--- config.mk ---
export PLATFORM = sky130hd
export DESIGN_NAME = murmur2_hash_stream
export DESIGN_NICKNAME = d
export VERILOG_FILES = /design/src/design/mh2_pkg.sv /design/src/design/mh2_front.sv /design/src/design/mh2_queue.sv /design/src/design/mh2_back.sv /design/src/design/murmur2_hash_stream.sv
export SDC_FILE = /design/constraint.sdc
export NUM_CORES = 2
export LEC_CHECK = 0
export ABC_AREA = 1
export BUFFER_PORTS_ARGS = -buffer_cell sky130_fd_sc_hd__buf_2
export CAP_MARGIN = 20
export CORE_ASPECT_RATIO = 1.4
export CORE_MARGIN = 2
export CORE_UTILIZATION = 63
export CTS_CLUSTER_DIAMETER = 120
export DETAILED_ROUTE_END_ITERATION = 6
export GPL_ROUTABILITY_DRIVEN = 0
export PLACE_DENSITY = 0.88
export SLEW_MARGIN = 10
export SYNTH_ARGS = -nofsm -noshare
export SYNTH_HDL_FRONTEND = slang
export SYNTH_HIERARCHICAL = 1
export SYNTH_SLANG_ARGS = --single-unit
--- constraint.sdc ---
create_clock -name clk_i -period 18.2 [get_ports clk_i]
set_input_delay 5.46 -clock clk_i [delete_from_list [all_inputs] [get_ports clk_i]]
set_output_delay 5.46 -clock clk_i [all_outputs]
set_load 0.05 [all_outputs]
--- src/design/mh2_pkg.sv ---
package mh2_pkg;

  // mixing multiplier and shift amounts of murmurhash2
  localparam logic [31:0] MixM = 32'h5bd1e995;
  localparam int unsigned MixR = 24;
  localparam int unsigned FinA = 13;
  localparam int unsigned FinB = 15;

  // what the back end does with a word
  typedef enum logic [1:0] {
    KIND_EMPTY,
    KIND_PART,
    KIND_FULL
  } kind_e;

  // one classified word on its way from front to back
  typedef struct packed {
    kind_e       kind;
    logic [31:0] word;   // mixed word when full, masked tail bytes when partial
    logic [31:0] start;  // seed xor key length
    logic        first;
    logic        last;
  } entry_t;

  typedef struct packed {
    logic not_empty;
    logic full;
  } q_status_t;

endpackage

--- src/design/mh2_front.sv ---
module mh2_front import mh2_pkg::*; (
  input  logic        clk_i,
  input  logic        rst_ni,
  input  logic [31:0] seed_i,
  input  logic        valid_i,
  output logic        ready_o,
  input  logic [31:0] key_word_i,
  input  logic [2:0]  valid_bytes_i,
  input  logic        first_i,
  input  logic        last_i,
  input  logic [31:0] key_length_i,
  input  q_status_t   q_status_i,
  output logic        push_o,
  output entry_t      entry_o
);

  logic        valid_q, valid_d;
  logic [31:0] kmul_q, kmul_d;
  logic [31:0] tail_q, tail_d;
  kind_e       kind_q, kind_d;
  logic [31:0] start_q, start_d;
  logic        first_q, first_d;
  logic        last_q, last_d;
  logic        accept;
  logic [31:0] kx;
  logic [31:0] kmix;

  assign push_o  = valid_q && !q_status_i.full;
  assign ready_o = !valid_q || push_o;
  assign accept  = valid_i && ready_o;

  // classify the beat and run the first multiply of the word mix
  always_comb begin
    kmul_d  = 32'(key_word_i * MixM);
    start_d = seed_i ^ key_length_i;
    first_d = first_i;
    last_d  = last_i;
    case (valid_bytes_i)
      3'd0: begin
        kind_d = KIND_EMPTY;
        tail_d = '0;
      end
      3'd1: begin
        kind_d = KIND_PART;
        tail_d = {24'd0, key_word_i[7:0]};
      end
      3'd2: begin
        kind_d = KIND_PART;
        tail_d = {16'd0, key_word_i[15:0]};
      end
      3'd3: begin
        kind_d = KIND_PART;
        tail_d = {8'd0, key_word_i[23:0]};
      end
      default: begin
        kind_d = KIND_FULL;
        tail_d = '0;
      end
    endcase
    valid_d = accept ? 1'b1 : (push_o ? 1'b0 : valid_q);
  end

  always_ff @(posedge clk_i or negedge rst_ni) begin
    if (!rst_ni) begin
      valid_q <= 1'b0;
    end else begin
      valid_q <= valid_d;
      if (accept) begin
        kmul_q  <= kmul_d;
        tail_q  <= tail_d;
        kind_q  <= kind_d;
        start_q <= start_d;
        first_q <= first_d;
        last_q  <= last_d;
      end
    end
  end

  // xorshift and second multiply, straight into the queue
  assign kx   = kmul_q ^ (kmul_q >> MixR);
  assign kmix = 32'(kx * MixM);

  always_comb begin
    entry_o.kind  = kind_q;
    entry_o.word  = (kind_q == KIND_FULL) ? kmix : tail_q;
    entry_o.start = start_q;
    entry_o.first = first_q;
    entry_o.last  = last_q;
  end

endmodule

--- src/design/mh2_queue.sv ---
module mh2_queue import mh2_pkg::*; (
  input  logic      clk_i,
  input  logic      rst_ni,
  input  logic      push_i,
  input  entry_t    entry_i,
  input  logic      pop_i,
  output entry_t    entry_o,
  output q_status_t status_o
);

  entry_t     mem_q [2];
  logic       wr_ptr_q, wr_ptr_d;
  logic       rd_ptr_q, rd_ptr_d;
  logic [1:0] count_q, count_d;

  always_comb begin
    wr_ptr_d = push_i ? ~wr_ptr_q : wr_ptr_q;
    rd_ptr_d = pop_i ? ~rd_ptr_q : rd_ptr_q;
    count_d  = count_q;
    if (push_i && !pop_i) begin
      count_d = count_q + 2'd1;
    end else if (pop_i && !push_i) begin
      count_d = count_q - 2'd1;
    end
  end

  always_ff @(posedge clk_i or negedge rst_ni) begin
    if (!rst_ni) begin
      wr_ptr_q <= 1'b0;
      rd_ptr_q <= 1'b0;
      count_q  <= '0;
    end else begin
      wr_ptr_q <= wr_ptr_d;
      rd_ptr_q <= rd_ptr_d;
      count_q  <= count_d;
    end
  end

  always_ff @(posedge clk_i) begin
    if (push_i) begin
      mem_q[wr_ptr_q] <= entry_i;
    end
  end

  assign entry_o            = mem_q[rd_ptr_q];
  assign status_o.not_empty = (count_q != 2'd0);
  assign status_o.full      = (count_q == 2'd2);

endmodule

--- src/design/mh2_back.sv ---
module mh2_back import mh2_pkg::*; (
  input  logic        clk_i,
  input  logic        rst_ni,
  input  entry_t      entry_i,
  input  q_status_t   q_status_i,
  output logic        pop_o,
  output logic        fin_o,
  output logic        valid_o,
  input  logic        ready_i,
  output logic [31:0] hash_o
);

  typedef enum logic {
    S_EXEC,
    S_FIN
  } state_e;

  state_e      state_q;
  logic [31:0] hash_q;
  logic [31:0] fin_q;
  logic [31:0] out_q;
  logic        out_valid_q;
  logic [31:0] h0;
  logic [31:0] opnd;
  logic [31:0] prod;
  logic [31:0] h_new;
  logic [31:0] g;
  logic [31:0] g_out;
  logic        out_free;

  // one multiply by m on the running hash per full or partial word
  always_comb begin
    h0   = entry_i.first ? entry_i.start : hash_q;
    opnd = (entry_i.kind == KIND_PART) ? (h0 ^ entry_i.word) : h0;
    prod = 32'(opnd * MixM);
    case (entry_i.kind)
      KIND_FULL: h_new = prod ^ entry_i.word;
      KIND_PART: h_new = prod;
      default:   h_new = h0;
    endcase
  end

  assign g        = 32'(fin_q * MixM);
  assign g_out    = g ^ (g >> FinB);
  assign out_free = !out_valid_q || ready_i;
  assign pop_o    = (state_q == S_EXEC) && q_status_i.not_empty;
  assign fin_o    = (state_q == S_FIN);

  always_ff @(posedge clk_i or negedge rst_ni) begin
    if (!rst_ni) begin
      state_q     <= S_EXEC;
      hash_q      <= '0;
      fin_q       <= '0;
      out_q       <= '0;
      out_valid_q <= 1'b0;
    end else begin
      // a new hash replaces the one taken in the same cycle
      if (fin_o && out_free) begin
        out_valid_q <= 1'b1;
      end else if (out_valid_q && ready_i) begin
        out_valid_q <= 1'b0;
      end
      unique case (state_q)
        S_EXEC: begin
          if (pop_o) begin
            hash_q <= h_new;
            if (entry_i.last) begin
              fin_q   <= h_new ^ (h_new >> FinA);
              state_q <= S_FIN;
            end
          end
        end
        S_FIN: begin
          if (out_free) begin
            out_q   <= g_out;
            state_q <= S_EXEC;
          end
        end
        default: state_q <= S_EXEC;
      endcase
    end
  end

  assign valid_o = out_valid_q;
  assign hash_o  = out_q;

endmodule

--- src/design/murmur2_hash_stream.sv ---
// channel   dir  handshake                      content
// s_axis    in   s_axis_tvalid / s_axis_tready  key word beat, first flag, last flag
// m_axis    out  m_axis_tvalid / m_axis_tready  finished 32-bit hash
// apb       in   psel, penable, pwrite, pready  hash_seed at byte address 0
//
// the back end takes one beat per cycle while the queue is not empty; a last
// beat moves it to the finalizer state for the finalizer multiply until the
// output register is free; a beat passes the front register and the queue
// before the back end takes it, and its hash then passes the output register
// rst_ni clears the running hash, the seed and all valid state asynchronously
// a two-entry queue parts front and back; input stalls only when the queue
// and front stage are full, the back in its finalizer state, kept while a hash waits
module murmur2_hash_stream import mh2_pkg::*; (
  input  logic        clk_i,
  input  logic        rst_ni,
  // slave stream
  input  logic        s_axis_tvalid,
  output logic        s_axis_tready,
  // fields from bit 0: key_word[31:0], valid_bytes[34:32], key_length[66:35], zero pad
  input  logic [71:0] s_axis_tdata,
  // fields from bit 0: first_word
  input  logic        s_axis_tuser,
  input  logic        s_axis_tlast,
  // master stream
  output logic        m_axis_tvalid,
  input  logic        m_axis_tready,
  // fields from bit 0: hash_value[31:0]
  output logic [31:0] m_axis_tdata,
  // configuration port
  input  logic        psel,
  input  logic        penable,
  input  logic        pwrite,
  input  logic [2:0]  paddr,
  input  logic [31:0] pwdata,
  output logic [31:0] prdata,
  output logic        pready
);

  logic [31:0] seed_q;
  logic        cfg_wr;
  logic        push;
  logic        pop;
  logic        fin_busy;
  entry_t      front_entry;
  entry_t      back_entry;
  q_status_t   q_status;

  // register file: one word, address bit 2 selects beyond the list
  assign pready = 1'b1;
  assign cfg_wr = psel && penable && pwrite && pready && !paddr[2];
  assign prdata = paddr[2] ? 32'd0 : seed_q;

  always_ff @(posedge clk_i or negedge rst_ni) begin
    if (!rst_ni) begin
      seed_q <= '0;
    end else if (cfg_wr) begin
      seed_q <= pwdata;
    end
  end

  // front: classify beat, mask tail bytes, mix full words
  mh2_front u_front (
    .clk_i         (clk_i),
    .rst_ni        (rst_ni),
    .seed_i        (seed_q),
    .valid_i       (s_axis_tvalid),
    .ready_o       (s_axis_tready),
    .key_word_i    (s_axis_tdata[31:0]),
    .valid_bytes_i (s_axis_tdata[34:32]),
    .first_i       (s_axis_tuser),
    .last_i        (s_axis_tlast),
    .key_length_i  (s_axis_tdata[66:35]),
    .q_status_i    (q_status),
    .push_o        (push),
    .entry_o       (front_entry)
  );

  mh2_queue u_queue (
    .clk_i    (clk_i),
    .rst_ni   (rst_ni),
    .push_i   (push),
    .entry_i  (front_entry),
    .pop_i    (pop),
    .entry_o  (back_entry),
    .status_o (q_status)
  );

  // back: running hash update, finalizer, output register
  mh2_back u_back (
    .clk_i      (clk_i),
    .rst_ni     (rst_ni),
    .entry_i    (back_entry),
    .q_status_i (q_status),
    .pop_o      (pop),
    .fin_o      (fin_busy),
    .valid_o    (m_axis_tvalid),
    .ready_i    (m_axis_tready),
    .hash_o     (m_axis_tdata)
  );

  // a new hash only comes out of the finalizer step
  a_out_from_fin: assert property (@(posedge clk_i) disable iff (!rst_ni)
    $rose(m_axis_tvalid) |-> $past(fin_busy))
    else $error("hash presented without finalizer step");

  // the back end never reads an empty queue
  a_pop_not_empty: assert property (@(posedge clk_i) disable iff (!rst_ni)
    pop |-> q_status.not_empty)
    else $error("queue popped while empty");

  // the front never writes a full queue
  a_push_not_full: assert property (@(posedge clk_i) disable iff (!rst_ni)
    push |-> !q_status.full)
    else $error("queue pushed while full");

  // no beat is taken from the queue while the finalizer holds the back end
  a_no_pop_in_fin: assert property (@(posedge clk_i) disable iff (!rst_ni)
    fin_busy |-> !pop)
    else $error("queue popped during finalizer");

endmodule
==> summary.md <==
The flow ran to the end, but the final reports show violations. The checks that failed: design-rule violations. The count of nets left with antenna violations once routing finished came out at 0. The logs give 0.1928 for the sequential share of the synthesized area and 0.02795 ns for the worst setup skew after layout. In this run, synthesis inferred 228 flip-flops with an integrated enable. The sequential cell area was 10230 sq um; the max-capacitance violation count was 0. The detailed-route DRC error count was 19. The kind of critical path was primary input to output pin. The number of gates resized after CTS was 0. For the total count of max-transition violations in the final report, the log shows 0. Most area-hungry cell type in the Yosys netlist: sky130_fd_sc_hd__fa_1. The floorplan step defined a core boundary enclosing 83200 sq um. The hold violation total from the final report is 0, and the share of the synthesized area in the top cell type is 0.2658.

The data arrival time at the worst-slack endpoint was 6.44 ns. The worst setup path is launched from a primary input. The hold path startpoint was u_front/first_q. The slew at the pin closest to its max-slew limit was 1.214 ns. For this block, the via count after detailed routing is 41.74k.

The endpoint identified for the worst register-to-register timing path is u_back/fin_q[17]. STA puts the critical path data required time at 12.74 ns. Pin placement for this block handled 183 I/O pins.

The maximum number of pins on one net before global-route repair is 74. The class of the tightest hold or removal check is register to register. The total of endpoints with negative setup slack in the final report was 0; the adder-cell share of the synthesized area was 0.4640. Wires add up to 154500 um. By count the netlist is led by sky130_fd_sc_hd__inv_1, sky130_fd_sc_hd__nand2_1, sky130_fd_sc_hd__ha_1, sky130_fd_sc_hd__fa_1, sky130_fd_sc_hd__edfxtp_1. Input and output buffers added on the ports amount to 174. The reg2reg setup slack was 7.58 ns; the share of the clock period used by the worst path was 0.6539. In this run the post-CTS setup repair buffer count came out at 0. The main combinational cell family by area after synthesis is adder cells. The fraction of synthesized area in multiplexers is 0.01536, and the share of synthesized flip-flops with an asynchronous set or reset is 0.3719. Setup repair after global routing left no endpoint under its margin. The layout has 5658 filler cells. Hold repair after CTS inserted 0 buffers. The insertion delay of the later-clocked pin in the worst-skew pair was 0.60 ns.

In this run the number of H-tree levels came out at 2. The tools report the HPWL reported at the end of detailed placement as 120300 um. For this run, the top clock speed supported by timing is 84.03 MHz. The startpoint identified for the worst register-to-register timing path is u_queue/rd_ptr_q. Counting every sink on the clock net gives 363.

The logs give 4 for the initial antenna violation count and 239500 um for the first-pass GRT wire length. After floorplanning, the core was divided into 125 placement rows. The count of yosys warnings during synthesis was 6. The clock slew seen by the registers of the worst setup and hold paths was 0.07 ns.

The run gives 0 ns as the final-layout setup total negative slack. By area the synthesized netlist is led by sky130_fd_sc_hd__fa_1, sky130_fd_sc_hd__ha_1, sky130_fd_sc_hd__edfxtp_1, sky130_fd_sc_hd__inv_1, sky130_fd_sc_hd__dfrtp_1. Counting flops and latches in the post-synthesis netlist gives 363. The logs give 7 for the number of detailed-routing iterations run before antenna repair and 53030 sq um for the total standard cell area after synthesis.

The run gives 0.3630 as the global-route usage over all layers. The tools report the count of routing violations after the opening detailed-route iteration as 4675. The tools report the starting density of the core as 0.6373. The synthesized-area fraction occupied by and/or/nand/nor cells works out to 0.1115. Synthesis produced a netlist with a net count of 7443. The highest fanout seen on the critical path came out at 33. After synthesis, the mean cell area works out to 9.169 sq um.

The synthesized netlist contains 67 unique library cells. The depth of the most critical reg-to-reg path was 40; the fraction of the mapped netlist area in compound gates was 0.04370. For this run, the post-layout net count is 7602. In the routed layout, each cell is associated on average with a via count of 5.920.

Subtracting the final worst setup slack from the clock period gives 11.90 ns. The die is 249.2 um wide. The worst hold path terminates at u_queue/mem_q[0][1].

The detail-routed net length per standard cell is 21.91 um. The longest clock path from root to sink contains 3 buffers. The share of cells above drive strength 1 is 0.07268, and the overall die area is 86540 sq um. The total overflow reported by the global router is 0, and the cell count of the worst hold path is 0.

The tools report the number of global-route vias before repair as 45.50k. From bottom edge to top edge, the die measures 347.3 um. TritonCTS built the clock tree. After technology mapping, the gate count stands at 5783.

In the synthesized netlist the dominant register cell turns out to be sky130_fd_sc_hd__edfxtp_1. Leading cell type by number of instances after synthesis: sky130_fd_sc_hd__inv_1. The tools report the clock tree root buffer cell as sky130_fd_sc_hd__clkbuf_16.

Compared with the post-synthesis result, the final layout area differs by 6.093%. The post-synthesis share of cell area spent on xor and xnor gates came out at 0.04667. The relative slew slack was 0.1824; the area occupied by multi-input gates was 36150 sq um. The worst setup path is captured at an output pin.

Total clock buffers created by CTS: 39.
cells by family after synthesis:
group / Yosys count
AO/OA/AOI/OAI: 417
other: 1
XOR/XNOR: 274
buffers and inverters: 1728
multiplexers: 69
AND/OR/NAND/NOR: 1387
adder cells (fa/ha/maj): 1544
flip-flops: 363
worst max path at each step:
stage	from	endpoint
after CTS	paddr[2]	prdata[2]
after global placement	s_axis_tdata[8]	u_front/kmul_q[28]
after global routing	paddr[2]	prdata[12]
final	paddr[2]	prdata[2]
after floorplan	paddr[2]	prdata[0]
after detailed placement	s_axis_tdata[8]	u_front/kmul_q[28]
flip-flops by register name (all words and copies together) (netlist names), 2 cells and up:
name and count:
u_front/kind_q 2, u_back/fin_q 32, u_queue/mem_q 136, u_front/kmul_q 32, u_front/tail_q 24, seed_q 32, u_back/hash_o 32, u_queue/count_q 2
u_back/hash_q 32, u_front/start_q 32
routing by layer:
layer	global-route usage	up-vias	wire, um
met5	0	-	57
met4	0.3286	6	17140
met3	0.07264	1069	13480
met2	0.6216	2664	75200
met1	0.3763	20010	48650
li1	-	18000	-
stage by stage:
stage	utilization	hold slack (ns)	instances	cell area (sq um)	setup WS (ns)
2_1_floorplan	-	0.4215	5783	53030	6.284
3_3_place_gp	0.6601	0.4228	6975	54920	6.309
3_5_place_dp	0.6601	0.4333	6975	54920	6.139
4_1_cts	0.6755	0.4481	7045	56210	6.317
5_1_grt	0.6761	0.4567	7051	56260	6.224
6_report	0.6761	0.4523	7051	56260	6.299
layout make-up:
cell class                 count  area share
tap                         1079     0.02400
timing repair buffer         196     0.01859
clock inverter                18    0.003358
inverter                    1650      0.1102
antenna                        1  0.00004448
multi-input combinational   3692      0.6425
sequential                   363      0.1818
clock buffer                  52     0.01946
layout by cell type, fill, tap and decap left out, types with 9 or more instances in the layout:
| cell | netlist | layout |
|---|---|---|
| sky130_fd_sc_hd__o21bai_1 | 12 | 12 |
| sky130_fd_sc_hd__ha_1 | 840 | 840 |
| sky130_fd_sc_hd__xnor2_1 | 94 | 94 |
| sky130_fd_sc_hd__o211ai_1 | 12 | 12 |
| sky130_fd_sc_hd__mux2_4 | 10 | 10 |
| sky130_fd_sc_hd__edfxtp_1 | 228 | 228 |
| sky130_fd_sc_hd__nand4_1 | 18 | 18 |
| sky130_fd_sc_hd__nand2_2 | 23 | 23 |
| sky130_fd_sc_hd__mux2_2 | 59 | 59 |
| sky130_fd_sc_hd__buf_4 | 10 | 21 |
| sky130_fd_sc_hd__nand3b_1 | 17 | 17 |
| sky130_fd_sc_hd__or2_2 | 25 | 25 |
| sky130_fd_sc_hd__o221ai_1 | 9 | 9 |
| sky130_fd_sc_hd__xor2_1 | 173 | 173 |
| sky130_fd_sc_hd__nand3_1 | 206 | 206 |
| sky130_fd_sc_hd__fa_1 | 704 | 704 |
| sky130_fd_sc_hd__buf_2 | 19 | 173 |
| sky130_fd_sc_hd__nand2_1 | 841 | 841 |
| sky130_fd_sc_hd__clkbuf_16 | 0 | 39 |
| sky130_fd_sc_hd__o21ai_1 | 39 | 43 |
| sky130_fd_sc_hd__nor3_1 | 18 | 18 |
| sky130_fd_sc_hd__o21ai_0 | 163 | 159 |
| sky130_fd_sc_hd__or2_1 | 9 | 9 |
| sky130_fd_sc_hd__inv_1 | 1628 | 1627 |
| sky130_fd_sc_hd__a21oi_1 | 130 | 130 |
| sky130_fd_sc_hd__inv_2 | 17 | 18 |
| sky130_fd_sc_hd__dfrtp_1 | 135 | 134 |
| sky130_fd_sc_hd__nor2_1 | 199 | 198 |
| sky130_fd_sc_hd__a31oi_1 | 13 | 13 |
critical path, stage by stage:
cell,delay (ns)
sky130_fd_sc_hd__buf_2,0.57
sky130_fd_sc_hd__nor2_1,0.14
sky130_fd_sc_hd__buf_2,0.25
Power is not shown: default switching activity piles up to over one toggle a cycle in this logic, so the estimate is an artifact.
